<file path="src/rtl/assert_macros.svh">
// assertion helpers shared by cbe_pack and cbe_serialize
`ifndef ASSERT_MACROS_SVH
`define ASSERT_MACROS_SVH

`ifndef SYNTHESIS

// property must hold at every rising clock edge outside reset
`define CBE_ASSERT(lbl, clk_i, rstn_i, prop) \
  lbl: assert property (@(posedge clk_i) disable iff (!rstn_i) prop) \
    else $error("%m: check failed");

// condition must never be seen outside reset
`define CBE_ASSERT_NEVER(lbl, clk_i, rstn_i, expr) \
  lbl: assert property (@(posedge clk_i) disable iff (!rstn_i) !(expr)) \
    else $error("%m: forbidden condition seen");

`else

`define CBE_ASSERT(lbl, clk_i, rstn_i, prop)
`define CBE_ASSERT_NEVER(lbl, clk_i, rstn_i, expr)

`endif

`endif

</file>
<file path="src/rtl/cbe_pkg.sv">
`timescale 1ns / 1ps

package cbe_pkg;

  localparam int FUNC_W  = 3;
  localparam int MAJOR_W = 3;
  localparam int VALUE_W = 64;
  localparam int BYTE_W  = 8;
  localparam int INFO_W  = 5;
  localparam int MAX_BYTES = 9;
  localparam int BUF_W   = BYTE_W * MAX_BYTES;
  localparam int SH_W    = BUF_W - BYTE_W;
  localparam int CNT_W   = 4;

  // command selector codes
  localparam logic [FUNC_W-1:0] FUNC_HEAD    = 3'd0;
  localparam logic [FUNC_W-1:0] FUNC_SIMPLE  = 3'd1;
  localparam logic [FUNC_W-1:0] FUNC_FLOAT32 = 3'd2;
  localparam logic [FUNC_W-1:0] FUNC_FLOAT64 = 3'd3;
  localparam logic [FUNC_W-1:0] FUNC_BREAK   = 3'd4;
  localparam logic [FUNC_W-1:0] FUNC_RAW     = 3'd5;

  // additional info codes
  localparam logic [INFO_W-1:0] AI_INLINE_LIMIT = 5'd24;
  localparam logic [INFO_W-1:0] AI_ONE_BYTE     = 5'd24;
  localparam logic [INFO_W-1:0] AI_TWO_BYTES    = 5'd25;
  localparam logic [INFO_W-1:0] AI_FOUR_BYTES   = 5'd26;
  localparam logic [INFO_W-1:0] AI_EIGHT_BYTES  = 5'd27;
  localparam logic [INFO_W-1:0] AI_INDEFINITE   = 5'd31;

  localparam logic [MAJOR_W-1:0] MAJOR_SPECIAL = 3'd7;

  // length class of a head argument
  typedef enum logic [2:0] {
    SZ_INLINE,
    SZ_ONE,
    SZ_TWO,
    SZ_FOUR,
    SZ_EIGHT
  } size_t;

  typedef struct packed {
    logic [FUNC_W-1:0]  func;
    logic [MAJOR_W-1:0] major;
    logic [VALUE_W-1:0] value;
  } cmd_t;

  typedef struct packed {
    cmd_t  cmd;
    size_t size;
  } cls_t;

  // encoded bytes, first byte in the top bits
  typedef struct packed {
    logic [BUF_W-1:0] bytes;
    logic [CNT_W-1:0] count;
  } frame_t;

  function automatic logic [BYTE_W-1:0] initial_byte(logic [MAJOR_W-1:0] major,
                                                     logic [INFO_W-1:0] info);
    return {major, info};
  endfunction

endpackage

</file>
<file path="src/rtl/cbe_classify.sv">
`timescale 1ns / 1ps

module cbe_classify (
  input  logic          clk,
  input  logic          rst_n,
  input  logic          in_valid,
  output logic          in_ready,
  input  cbe_pkg::cmd_t in_cmd,
  output logic          cls_valid,
  input  logic          cls_ready,
  output cbe_pkg::cls_t cls
);
  import cbe_pkg::*;

  logic s1_valid_r;
  cls_t s1_r;
  cls_t s1_nxt;
  logic take;

  assign in_ready = !s1_valid_r || cls_ready;
  assign take     = in_valid && in_ready;

  // pick the shortest argument length for a head
  always_comb begin
    s1_nxt.cmd = in_cmd;
    if (in_cmd.value < VALUE_W'(AI_INLINE_LIMIT)) begin
      s1_nxt.size = SZ_INLINE;
    end else if (in_cmd.value[VALUE_W-1:8] == '0) begin
      s1_nxt.size = SZ_ONE;
    end else if (in_cmd.value[VALUE_W-1:16] == '0) begin
      s1_nxt.size = SZ_TWO;
    end else if (in_cmd.value[VALUE_W-1:32] == '0) begin
      s1_nxt.size = SZ_FOUR;
    end else begin
      s1_nxt.size = SZ_EIGHT;
    end
  end

  // stage valid
  always_ff @(posedge clk) begin
    if (!rst_n) begin
      s1_valid_r <= 1'b0;
    end else if (in_ready) begin
      s1_valid_r <= in_valid;
    end
  end

  // stage payload
  always_ff @(posedge clk) begin
    if (take) begin
      s1_r <= s1_nxt;
    end
  end

  assign cls_valid = s1_valid_r;
  assign cls       = s1_r;

endmodule

</file>
<file path="src/rtl/cbe_pack.sv">
`timescale 1ns / 1ps
`include "assert_macros.svh"

module cbe_pack (
  input  logic            clk,
  input  logic            rst_n,
  input  logic            cls_valid,
  output logic            cls_ready,
  input  cbe_pkg::cls_t   cls,
  output logic            frame_valid,
  input  logic            frame_ready,
  output cbe_pkg::frame_t frame
);
  import cbe_pkg::*;

  logic        s2_valid_r;
  frame_t      s2_r;
  frame_t      s2_nxt;
  logic [BYTE_W-1:0] head_ib;
  logic [BYTE_W-1:0] sv;

  assign cls_ready = !s2_valid_r || frame_ready;
  assign sv        = cls.cmd.value[BYTE_W-1:0];

  // initial byte of a head
  always_comb begin
    case (cls.size)
      SZ_INLINE: head_ib = initial_byte(cls.cmd.major, cls.cmd.value[INFO_W-1:0]);
      SZ_ONE:    head_ib = initial_byte(cls.cmd.major, AI_ONE_BYTE);
      SZ_TWO:    head_ib = initial_byte(cls.cmd.major, AI_TWO_BYTES);
      SZ_FOUR:   head_ib = initial_byte(cls.cmd.major, AI_FOUR_BYTES);
      default:   head_ib = initial_byte(cls.cmd.major, AI_EIGHT_BYTES);
    endcase
  end

  // lay out the encoded bytes, first byte on top
  always_comb begin
    s2_nxt.bytes = '0;
    s2_nxt.count = '0;
    unique case (cls.cmd.func)
      FUNC_HEAD: begin
        case (cls.size)
          SZ_INLINE: begin
            s2_nxt.bytes = {head_ib, 64'd0};
            s2_nxt.count = CNT_W'(1);
          end
          SZ_ONE: begin
            s2_nxt.bytes = {head_ib, cls.cmd.value[7:0], 56'd0};
            s2_nxt.count = CNT_W'(2);
          end
          SZ_TWO: begin
            s2_nxt.bytes = {head_ib, cls.cmd.value[15:0], 48'd0};
            s2_nxt.count = CNT_W'(3);
          end
          SZ_FOUR: begin
            s2_nxt.bytes = {head_ib, cls.cmd.value[31:0], 32'd0};
            s2_nxt.count = CNT_W'(5);
          end
          default: begin
            s2_nxt.bytes = {head_ib, cls.cmd.value};
            s2_nxt.count = CNT_W'(9);
          end
        endcase
      end
      FUNC_SIMPLE: begin
        if (sv < BYTE_W'(AI_INLINE_LIMIT)) begin
          s2_nxt.bytes = {initial_byte(MAJOR_SPECIAL, sv[INFO_W-1:0]), 64'd0};
          s2_nxt.count = CNT_W'(1);
        end else begin
          s2_nxt.bytes = {initial_byte(MAJOR_SPECIAL, AI_ONE_BYTE), sv, 56'd0};
          s2_nxt.count = CNT_W'(2);
        end
      end
      FUNC_FLOAT32: begin
        s2_nxt.bytes = {initial_byte(MAJOR_SPECIAL, AI_FOUR_BYTES),
                        cls.cmd.value[31:0], 32'd0};
        s2_nxt.count = CNT_W'(5);
      end
      FUNC_FLOAT64: begin
        s2_nxt.bytes = {initial_byte(MAJOR_SPECIAL, AI_EIGHT_BYTES), cls.cmd.value};
        s2_nxt.count = CNT_W'(9);
      end
      FUNC_BREAK: begin
        s2_nxt.bytes = {initial_byte(MAJOR_SPECIAL, AI_INDEFINITE), 64'd0};
        s2_nxt.count = CNT_W'(1);
      end
      FUNC_RAW: begin
        s2_nxt.bytes = {sv, 64'd0};
        s2_nxt.count = CNT_W'(1);
      end
      default: begin
        s2_nxt.bytes = '0;
        s2_nxt.count = '0;
      end
    endcase
  end

  // unused selectors produce nothing and are dropped here
  always_ff @(posedge clk) begin
    if (!rst_n) begin
      s2_valid_r <= 1'b0;
    end else if (cls_ready) begin
      s2_valid_r <= cls_valid && (s2_nxt.count != '0);
    end
  end

  always_ff @(posedge clk) begin
    if (cls_valid && cls_ready) begin
      s2_r <= s2_nxt;
    end
  end

  assign frame_valid = s2_valid_r;
  assign frame       = s2_r;

  `CBE_ASSERT(a_frame_not_empty, clk, rst_n, s2_valid_r |-> (s2_r.count != '0))
  `CBE_ASSERT_NEVER(a_frame_too_long, clk, rst_n, s2_valid_r && (s2_r.count > CNT_W'(MAX_BYTES)))
  `CBE_ASSERT(a_hold, clk, rst_n, (s2_valid_r && !frame_ready) |=> (s2_valid_r && $stable(s2_r)))

endmodule

</file>
<file path="src/rtl/cbe_serialize.sv">
`timescale 1ns / 1ps
`include "assert_macros.svh"

module cbe_serialize (
  input  logic                       clk,
  input  logic                       rst_n,
  input  logic                       frame_valid,
  output logic                       frame_ready,
  input  cbe_pkg::frame_t            frame,
  output logic                       out_tvalid,
  input  logic                       out_tready,
  output logic [cbe_pkg::BYTE_W-1:0] out_tdata,
  output logic                       out_tlast
);
  import cbe_pkg::*;

  logic              out_valid_r, out_valid_nxt;
  logic [BYTE_W-1:0] byte_r, byte_nxt;
  logic              last_r, last_nxt;
  logic [SH_W-1:0]   sh_r, sh_nxt;
  logic [CNT_W-1:0]  left_r, left_nxt;
  logic              out_free;

  assign out_free = !out_valid_r || out_tready;

  // shift out pending bytes, then load the next frame
  always_comb begin
    out_valid_nxt = out_valid_r;
    byte_nxt      = byte_r;
    last_nxt      = last_r;
    sh_nxt        = sh_r;
    left_nxt      = left_r;
    frame_ready   = 1'b0;
    if (out_free) begin
      if (left_r != '0) begin
        byte_nxt      = sh_r[SH_W-1 -: BYTE_W];
        last_nxt      = (left_r == CNT_W'(1));
        sh_nxt        = {sh_r[SH_W-BYTE_W-1:0], BYTE_W'(0)};
        left_nxt      = left_r - CNT_W'(1);
        out_valid_nxt = 1'b1;
      end else begin
        frame_ready = 1'b1;
        if (frame_valid) begin
          byte_nxt      = frame.bytes[BUF_W-1 -: BYTE_W];
          last_nxt      = (frame.count == CNT_W'(1));
          sh_nxt        = frame.bytes[SH_W-1:0];
          left_nxt      = frame.count - CNT_W'(1);
          out_valid_nxt = 1'b1;
        end else begin
          out_valid_nxt = 1'b0;
        end
      end
    end
  end

  // control state
  always_ff @(posedge clk) begin
    if (!rst_n) begin
      out_valid_r <= 1'b0;
      left_r      <= '0;
    end else begin
      out_valid_r <= out_valid_nxt;
      left_r      <= left_nxt;
    end
  end

  // byte payload
  always_ff @(posedge clk) begin
    byte_r <= byte_nxt;
    last_r <= last_nxt;
    sh_r   <= sh_nxt;
  end

  assign out_tvalid = out_valid_r;
  assign out_tdata  = byte_r;
  assign out_tlast  = last_r;

  `CBE_ASSERT_NEVER(a_left_range, clk, rst_n, left_r > CNT_W'(MAX_BYTES - 1))
  `CBE_ASSERT(a_pending_shown, clk, rst_n, (left_r != '0) |-> out_valid_r)
  `CBE_ASSERT(a_last_ends_run, clk, rst_n, (out_valid_r && last_r) |-> (left_r == '0))

endmodule

</file>
<file path="src/rtl/cbor_head_encoder.sv">
`timescale 1ns / 1ps
// CBOR data item head encoder
// input channel: one command per request; in_tuser selects the command
//   (head, simple value, float32, float64, break, raw byte), in_tdata carries
//   the major type and the 64-bit argument
// output channel: the encoded bytes, most significant first, one byte per
//   request; out_tlast marks the final byte of each command
// unused selector codes produce no output bytes at all
// the first byte of a command passes the classify register, the layout register
//   and the output byte register before it is presented; a stall on the
//   output can hold it in any of them
// throughput: one output byte per cycle while out_tready does not stall; a
//   command has 1 to 9 bytes, so single-byte commands stream at one per cycle
//   and a full 64-bit head has nine bytes
// the three stages are classify, byte layout and the byte shifter
// reset clears all stage valids and the shifter count; nothing is in flight
// a stall on out_tready holds the current byte and backs up stage by stage
//   to in_tready without losing or repeating any byte
module cbor_head_encoder (
  input  logic                       clk,
  input  logic                       rst_n,
  input  logic                       in_tvalid,
  output logic                       in_tready,
  // major_type [2:0], value [66:3], zero fill [71:67]
  input  logic [71:0]                in_tdata,
  // func [2:0]
  input  logic [cbe_pkg::FUNC_W-1:0] in_tuser,
  output logic                       out_tvalid,
  input  logic                       out_tready,
  // out_byte [7:0]
  output logic [cbe_pkg::BYTE_W-1:0] out_tdata,
  output logic                       out_tlast
);
  import cbe_pkg::*;

  cmd_t   in_cmd;
  logic   cls_valid;
  logic   cls_ready;
  cls_t   cls;
  logic   frame_valid;
  logic   frame_ready;
  frame_t frame;

  // unpack the request
  assign in_cmd.func  = in_tuser;
  assign in_cmd.major = in_tdata[MAJOR_W-1:0];
  assign in_cmd.value = in_tdata[MAJOR_W +: VALUE_W];

  cbe_classify u_classify (
    .clk       (clk),
    .rst_n     (rst_n),
    .in_valid  (in_tvalid),
    .in_ready  (in_tready),
    .in_cmd    (in_cmd),
    .cls_valid (cls_valid),
    .cls_ready (cls_ready),
    .cls       (cls)
  );

  cbe_pack u_pack (
    .clk         (clk),
    .rst_n       (rst_n),
    .cls_valid   (cls_valid),
    .cls_ready   (cls_ready),
    .cls         (cls),
    .frame_valid (frame_valid),
    .frame_ready (frame_ready),
    .frame       (frame)
  );

  cbe_serialize u_serialize (
    .clk         (clk),
    .rst_n       (rst_n),
    .frame_valid (frame_valid),
    .frame_ready (frame_ready),
    .frame       (frame),
    .out_tvalid  (out_tvalid),
    .out_tready  (out_tready),
    .out_tdata   (out_tdata),
    .out_tlast   (out_tlast)
  );

endmodule

</file>
<file path="config.mk">
export PLATFORM = sky130hd
export DESIGN_NAME = cbor_head_encoder
export DESIGN_NICKNAME = d
export VERILOG_FILES = /design/src/rtl/cbe_pkg.sv /design/src/rtl/cbe_classify.sv /design/src/rtl/cbe_pack.sv /design/src/rtl/cbe_serialize.sv /design/src/rtl/cbor_head_encoder.sv
export VERILOG_INCLUDE_DIRS = /design/src /design/src/rtl
export SDC_FILE = /design/constraint.sdc
export NUM_CORES = 1
export LEC_CHECK = 0
export ABC_CLOCK_PERIOD_IN_PS = 12400
export BUFFER_PORTS_ARGS = -buffer_cell sky130_fd_sc_hd__buf_4
export CORE_MARGIN = 2
export CORE_UTILIZATION = 50
export DETAILED_ROUTE_END_ITERATION = 6
export GPL_TIMING_DRIVEN = 1
export PLACE_DENSITY_LB_ADDON = 0.15
export SETUP_SLACK_MARGIN = 0.5
export SLEW_MARGIN = 20
export SYNTH_ARGS = -nofsm -noshare
export SYNTH_HDL_FRONTEND = slang
export SYNTH_SLANG_ARGS = --single-unit
</file>
<file path="constraint.sdc">
create_clock -name clk -period 12.4 [get_ports clk]
set_input_delay 0.62 -clock clk [delete_from_list [all_inputs] [get_ports clk]]
set_output_delay 0.62 -clock clk [all_outputs]
set_load 0.02 [all_outputs]
</file>
==> run summary, run 1 <==
WL per Instance -> 19.0 microns
Maximum number of pins on one net before global-route repair -> 77
Count of cells along the worst register-to-register path -> 7
TritonCTS clock tree -> done
Worst min-delay path startpoint -> in_tdata[3]
Count of buffers added by post-CTS timing repair for setup -> 0
Worst path slowest cell -> a21boi_0
Max-capacitance violation count -> 0
Area used by sequential logic in the layout -> 6810 sq um
Number of nets in the layout -> 863
Critical path depth in cells -> 7
Reg-to-reg startpoint -> u_serialize.left_r[0]$_SDFFE_PN0P_
Kind of end point of the critical path -> output pin
CP Cell Sequence -> inv_1, ha_1, nor3b_2, buf_4, a21boi_0, nand2_1, buf_4
Worst-path clk slew -> 0.06 ns
RSZ-0062 raised after global routing -> false
Average vias per placed instance -> 5.50
Vias in the first global route -> 5,562
DP HPWL -> 12,900 microns
Worst hold endpoint -> u_classify.cls[3]$_DFFE_PP_
Wire length after detailed routing -> 19,400 microns
Remaining number of nets flagged by the antenna check after routing -> 0
Critical path peak fanout -> 75
First-pass DRT Iterations -> 7
Area of combinational cells with multiple inputs -> 2270 sq um
Run status -> complete, no violations
Top cells by instance count after synthesis -> edfxtp_1, nand2_1, and2_1
Post-Syn Nets -> 777
Cells taking the most area after synthesis -> edfxtp_1, nand2_1, and2_1, a22o_1, dfxtp_1
Slew Viols, Final -> 0
Flop and latch count out of synthesis -> 229
Type of the most critical hold path -> input port to register
Row cnt -> 49
Gpl congestion -> 0.869
Clock tree skew after final layout -> 0.00529 ns
Critical Path Start Type -> register
Count of instances resized after the clock tree is built -> 0
YS warnings -> 0
Yosys cell types -> 53
Most numerous cell in the Yosys netlist -> edfxtp_1
Layout cell share with drive strength beyond 1 -> 16.8%
Sequential fraction of the synthesis area -> 73.5%
Worst slew margin relative to its limit -> 35.2%
Count of buffers inserted at the top-level ports -> 84
Final Hold Fails -> 0
Arrival time reported for the critical path endpoint -> 2.97 ns
Number of clock sinks -> 229
Cells on Worst Hold Path -> 1
Final count of negative-setup-slack endpoints -> 0
Clk Latency, worst-skew pair -> 0.50 ns
EDFF count, synth -> 222
Worst slack on hold paths -> 0.297 ns
Share of synthesized flip-flops with an asynchronous set or reset -> 0%
Effective utilization at floorplan -> 51.2%
Endpoint of the most critical register-to-register path -> u_classify.cls[37]$_DFFE_PP_
# fillers -> 1,380
Via Count -> 5,636
Setup TNS -> 0 ns
Cell chosen for the clock root -> clkbuf_16
PnR Total Power -> 2400 uW
Maximum single-stage delay on the critical path -> 0.78 ns
Hold buffer count at CTS -> 0
Ratio of total power to cell area -> 221 nW/um^2
Post-synth design cell area -> 9260 sq um
Die outline area -> 19,600 sq um
Min Tclk post-route -> 3.59 ns
CORE AREA -> 18,100 sq um
Critical path data required time -> 11.78 ns
Slew at the pin closest to its max-slew limit -> 0.973 ns
Worst setup slack for register-to-register paths -> 9.01 ns
Antenna violations before repair -> 0
Buf+Inv Stages, Crit Path -> 3
# DRC -> 0
Number of buffers created by CTS -> 24
Yosys top cell by area -> edfxtp_1
Crit Path Class -> register to output pin
X dimension of the die -> 140 microns
Period utilization -> 29.0%
Family with the most delay on the worst path -> compound AO/OA/AOI/OAI gates
Top achievable clock speed -> 0.278 GHz
Area share of the largest cell type after synthesis -> 72.0%
Wire length of the first global-routing pass -> 30,500 microns
Overall Global Routing Usage -> 20.1%
Ant. Diodes -> 0
I/O pin cnt -> 90
Average footprint of a synthesized cell -> 13.4 sq um
Startpoint of the most critical setup path -> u_serialize.left_r[0]$_SDFFE_PN0P_
Number of standard cells in the layout, taps in and fillers out -> 1,025
Total number of H-tree levels -> 1
Buffer levels on the longest clock path -> 3
Cell count after synthesis -> 692
Total congestion overflow after global routing -> 0
First-iteration detailed-routing DRC count -> 574
Primary FF master, synth -> edfxtp_1
Cell seen most often among critical-path stages -> buf_4
Number of instances in the placed design -> 981
Leakage component of the power -> 0.00417 uW
Die height -> 140 microns
Area Growth Syn to Fin -> 17.4%
Maximum vdd drop -> 0.000110 V
==> how the worst max path moves through the flow <==
stage,endpoint
2_1_floorplan,u_classify.cls[0]$_SDFFCE_PP0P_
3_3_place_gp,u_pack.frame[42]$_DFFE_PP_
3_5_place_dp,u_classify.cls[37]$_DFFE_PP_
4_1_cts,in_tready
5_1_grt,in_tready
6_report,in_tready
==> cell type report <==
cell class / instances / area share (%)
clock inverter: 9 / 0.576
clock buffer: 35 / 6.38
multi-input combinational: 421 / 20.9
inverter: 12 / 0.415
timing repair buffer: 90 / 6.40
tap: 229 / 2.64
sequential: 229 / 62.7
==> logic make-up (layout without fill, tap and decap cells) <==
group                      count (synthesis)  count (layout)  synth area share [%]
xor gates and xnor gates                   2               2                 0.189
muxes                                      3               3                 0.324
DFF                                      229             229                  73.5
buffers and inverters                     42             146                  2.15
AOI/OAI and AO/OA                         95              95                  7.66
and+or+nand+nor                          315             315                  15.3
adders and majority gates                  6               6                 0.811
==> stage by stage <==
| step | utilization (%) | area (sq um) | setup slack (ns) |
|---|---|---|---|
| 2_1_floorplan | - | 9260 | 7.19 |
| 3_3_place_gp | 55.7 | 10100 | 9.10 |
| 3_5_place_dp | 55.9 | 10100 | 8.98 |
| 4_1_cts | 60.1 | 10900 | 8.76 |
| 5_1_grt | 60.1 | 10900 | 8.59 |
| 6_report | 60.1 | 10900 | 8.81 |
==> cells in the final DEF, fill, tap and decap left out, types with 10 or more instances in the layout <==
master / n
nor2_1: 10
clkbuf_16: 25
nor4_1: 16
nand2_1: 217
a21oi_1: 21
and2_1: 40
edfxtp_1: 222
buf_4: 89
inv_1: 10
a22oi_1: 15
a22o_1: 17
==> report_power, final <==
group | internal, uW | switching, uW
clock | 406 | 270
sequential | 1130 | 65.9
combinational | 163 | 369
total | 1700 | 705
==> registers in the layout, summed over array words and instances (netlist names) <==
register                count
u_pack.frame               76
u_classify.cls_valid        1
u_serialize.left_r          4
u_pack.frame_valid          1
u_serialize.out_tvalid      1
u_classify.cls             73
u_serialize.out_tlast       1
u_serialize.out_tdata       8
u_serialize.sh_r           64
==> metal layers <==
| metal | global-route usage (%) | vias up | wire length (microns) |
|---|---|---|---|
| li1 | - | 2705 | - |
| met1 | 29.5 | 2686 | 8780 |
| met2 | 32.0 | 217 | 9160 |
| met3 | 2.70 | 28 | 1200 |
| met4 | 5.53 | 0 | 308 |
| met5 | 0 | - | 0 |
Note: power is estimated with default switching activity, not from simulation.
==> inputs of run 2 (changes only) <==
--- a/config.mk
+++ b/config.mk
@@ -6,7 +6,7 @@
 export SDC_FILE = /design/constraint.sdc
 export NUM_CORES = 1
 export LEC_CHECK = 0
-export ABC_CLOCK_PERIOD_IN_PS = 12400
+export ABC_CLOCK_PERIOD_IN_PS = 3200
 export BUFFER_PORTS_ARGS = -buffer_cell sky130_fd_sc_hd__buf_4
 export CORE_MARGIN = 2
 export CORE_UTILIZATION = 50
==> constraint.sdc (replaced) <==
create_clock -name clk -period 3.2 [get_ports clk]
set_input_delay 0.16 -clock clk [delete_from_list [all_inputs] [get_ports clk]]
set_output_delay 0.16 -clock clk [all_outputs]
set_load 0.02 [all_outputs]
==> run 2 against run 1 <==
Compared with the run above:
- the flow now finishes with violations (design-rule violations)
- final cell count grew 7.3%
- clock skew grew 0.014 ns
- via count grew 6.8%
- power grew to 4.0 times the previous value
- wire length grew 11%
- largest cell class unchanged
- utilization grew 4.4 points
- highest routed layer unchanged
- first-iteration DRC count grew 9.2%
- global-route usage grew 1.9 points
- worst hold slack lost 0.060 ns
==> run summary, run 2 (synthesized netlist as in run 1, its figures left out) <==
Run status -> finished, violations left (was complete, no violations)
Failing checks -> design-rule violations
Overall Global Routing Usage -> 22.0% (was 20.1%)
Max-capacitance violation count -> 0 (unchanged)
WL per Instance -> 19.5 microns (was 19.0 microns)
Antenna violations before repair -> 0 (unchanged)
Total number of H-tree levels -> 1 (unchanged)
Met1 usage in global routing -> 33.0% (was 29.5%)
Worst path slowest cell -> clkinvlp_4 (was a21boi_0)
Most frequent standard cell in the layout excluding fill and tap cells -> edfxtp_1 (unchanged)
Via Count -> 6,022 (was 5,636)
CP Cell Sequence -> inv_2, ha_4, or3b_4, o21ai_4, clkinvlp_4, buf_12 (was inv_1, ha_1, nor3b_2, buf_4, a21boi_0, nand2_1, buf_4)
Buf+Inv Stages, Crit Path -> 3 (unchanged)
Reg-to-reg startpoint -> u_serialize.left_r[1]$_SDFFE_PN0P_ (was u_serialize.left_r[0]$_SDFFE_PN0P_)
Worst slew margin relative to its limit -> 33.6% (was 35.2%)
Cell chosen for the clock root -> clkbuf_16 (unchanged)
Worst hold endpoint -> u_serialize.out_tvalid$_SDFFE_PN0N_ (was u_classify.cls[3]$_DFFE_PP_)
Count of cells along the worst register-to-register path -> 6 (was 7)
DP HPWL -> 13,800 microns (was 12,900 microns)
Die height -> 140 microns (unchanged)
First-pass DRT Iterations -> 7 (unchanged)
Met2 Use GR -> 34.6% (was 32.0%)
Total congestion overflow after global routing -> 0 (unchanged)
Cells on Worst Hold Path -> 4 (was 1)
Clock tree skew after final layout -> 0.0190 ns (was 0.00529 ns)
Commonest cells after routing, fill and taps aside -> edfxtp_1, nand2_1, buf_4, dlygate4sd3_1, and2_1 (was edfxtp_1, nand2_1, buf_4, and2_1, clkbuf_16)
Setup TNS -> 0 ns (unchanged)
First-iteration detailed-routing DRC count -> 627 (was 574)
RSZ-0062 raised after global routing -> false (unchanged)
Row cnt -> 49 (unchanged)
Met3 track demand over resource in global routing -> 3.25% (was 2.70%)
Final Hold Fails -> 0 (unchanged)
Wire length of the first global-routing pass -> 33,100 microns (was 30,500 microns)
Area Growth Syn to Fin -> 26.0% (was 17.4%)
Period utilization -> 74.1%
Clk Latency, worst-skew pair -> 0.51 ns (was 0.50 ns)
Effective utilization at floorplan -> 51.2% (unchanged)
Slew at the pin closest to its max-slew limit -> 0.996 ns (was 0.973 ns)
TritonCTS clock tree -> done (unchanged)
Kind of end point of the critical path -> register (was output pin)
Worst min-delay path startpoint -> out_tready (was in_tdata[3])
Count of buffers inserted at the top-level ports -> 84 (unchanged)
Number of flip-flops under the largest register name -> 76 (unchanged)
Buffer levels on the longest clock path -> 3 (unchanged)
Vias in the first global route -> 5,845 (was 5,562)
Critical path data required time -> 3.43 ns (was 11.78 ns)
Final count of negative-setup-slack endpoints -> 0 (unchanged)
PnR Total Power -> 9540 uW (was 2400 uW)
Post-place instance area -> 10,200 sq um (was 10,100 sq um)
Count of buffers added by post-CTS timing repair for setup -> 0 (unchanged)
Number of standard cells in the layout, taps in and fillers out -> 1,100 (was 1,025)
Worst-path clk slew -> 0.06 ns (about the same)
Maximum vdd drop -> 0.000714 V (was 0.000110 V)
Maximum number of pins on one net before global-route repair -> 75 (was 77)
Top achievable clock speed -> 0.422 GHz
Ratio of total power to cell area -> 818 nW/um^2 (was 221 nW/um^2)
I/O pin cnt -> 90 (unchanged)
Slew Viols, Final -> 0 (unchanged)
GR peak layer -> met2 (unchanged)
CORE AREA -> 18,100 sq um (unchanged)
Die outline area -> 19,600 sq um (unchanged)
Final design area excluding fillers -> 11,700 sq um (was 10,900 sq um)
Min Tclk post-route -> 2.37 ns
Number of instances in the placed design -> 984 (was 981)
Layout cell share with drive strength beyond 1 -> 16.9% (was 16.8%)
Wire length after detailed routing -> 21,500 microns (was 19,400 microns)
Remaining number of nets flagged by the antenna check after routing -> 0 (unchanged)
# fillers -> 1,250 (was 1,380)
X dimension of the die -> 140 microns (unchanged)
Number of buffers created by CTS -> 24 (unchanged)
Critical Path Start Type -> register (unchanged)
Family with the most delay on the worst path -> buffers and inverters (was compound AO/OA/AOI/OAI gates)
Worst setup slack for register-to-register paths -> 0.83 ns (was 9.01 ns)
Leakage component of the power -> 0.00449 uW (was 0.00417 uW)
Gpl congestion -> 0.820 (was 0.869)
Endpoint of the most critical register-to-register path -> u_serialize.sh_r[41]$_DFFE_PP_ (was u_classify.cls[37]$_DFFE_PP_)
Post-route core utilization -> 64.5% (was 60.1%)
Type of the most critical hold path -> input port to register (unchanged)
Crit Path Class -> register to register (was register to output pin)
Average vias per placed instance -> 5.47 (was 5.50)
Critical path peak fanout -> 47 (was 75)
Arrival time reported for the critical path endpoint -> 2.60 ns (was 2.97 ns)
# DRC -> 6 (was 0)
Number of nets in the layout -> 938 (was 863)
Ant. Diodes -> 0 (unchanged)
Number of clock sinks -> 229 (unchanged)
Maximum single-stage delay on the critical path -> 0.43 ns (was 0.78 ns)
==> run 2: timing repair <==
action / CTS / global route
hold buffers: 72 / 0
endpoints found under the hold margin: 77 / 0
endpoints found under the setup margin: 0 / 0
resized for setup: 0 / 0
==> run 2: metal layers <==
layer,up-vias,routed length (microns)
li1,2848,-
met2,242,10100
met1,2912,9610
met3,20,1530
met5,-,0
met4,0,307
==> run 2: worst max-delay path by stage <==
stage | start | depth (start not counted) | slack, ns | endpoint
2_1_floorplan | u_serialize.left_r[0]$_SDFFE_PN0P_ | 5 | 0.50 | u_serialize.out_tdata[0]$_DFFE_PP_
3_3_place_gp | u_serialize.left_r[0]$_SDFFE_PN0P_ | 6 | 0.93 | u_serialize.sh_r[32]$_DFFE_PP_
3_5_place_dp | u_serialize.left_r[1]$_SDFFE_PN0P_ | 6 | 0.86 | u_serialize.sh_r[0]$_SDFFCE_PN0P_
4_1_cts | u_serialize.left_r[1]$_SDFFE_PN0P_ | 6 | 0.84 | u_serialize.sh_r[41]$_DFFE_PP_
5_1_grt | u_serialize.left_r[1]$_SDFFE_PN0P_ | 6 | 0.69 | u_serialize.sh_r[1]$_SDFFCE_PN0P_
6_report | u_serialize.left_r[1]$_SDFFE_PN0P_ | 6 | 0.83 | u_serialize.sh_r[41]$_DFFE_PP_
==> run 2: per-stage QoR <==
step	setup slack (ns)	hold WS, ns
global route	0.690	0.281
CTS	0.841	0.223
floorplan	0.501	0.259
finish	0.829	0.236
detailed placement	0.858	0.340
global placement	0.929	0.338
==> run 2: area by class of cell <==
type | instances | area, sq um | share of cell area [%]
sequential | 229 | 6810 | 58.4
multi-input combinational | 421 | 2300 | 19.7
timing repair buffer | 165 | 1460 | 12.5
clock buffer | 27 | 612 | 5.25
tap | 229 | 287 | 2.46
clock inverter | 17 | 150 | 1.29
inverter | 12 | 48.8 | 0.418
==> run 2: power by group <==
group | internal (uW) | switching (uW) | total (uW)
combinational | 770 | 1490 | 2260
clock | 1540 | 1100 | 2650
sequential | 4360 | 267 | 4630
total | 6670 | 2860 | 9540
==> run 2: worst reg2reg max path: cells and delay by family, from the launching register on <==
kind                     cells  cell delay [ns]
AND/OR/NAND/NOR              1             0.41
buffers and inverters        3             0.87
flip-flops                   1             0.34
AO/OA/AOI/OAI                1             0.29
adder cells (fa/ha/maj)      1             0.18
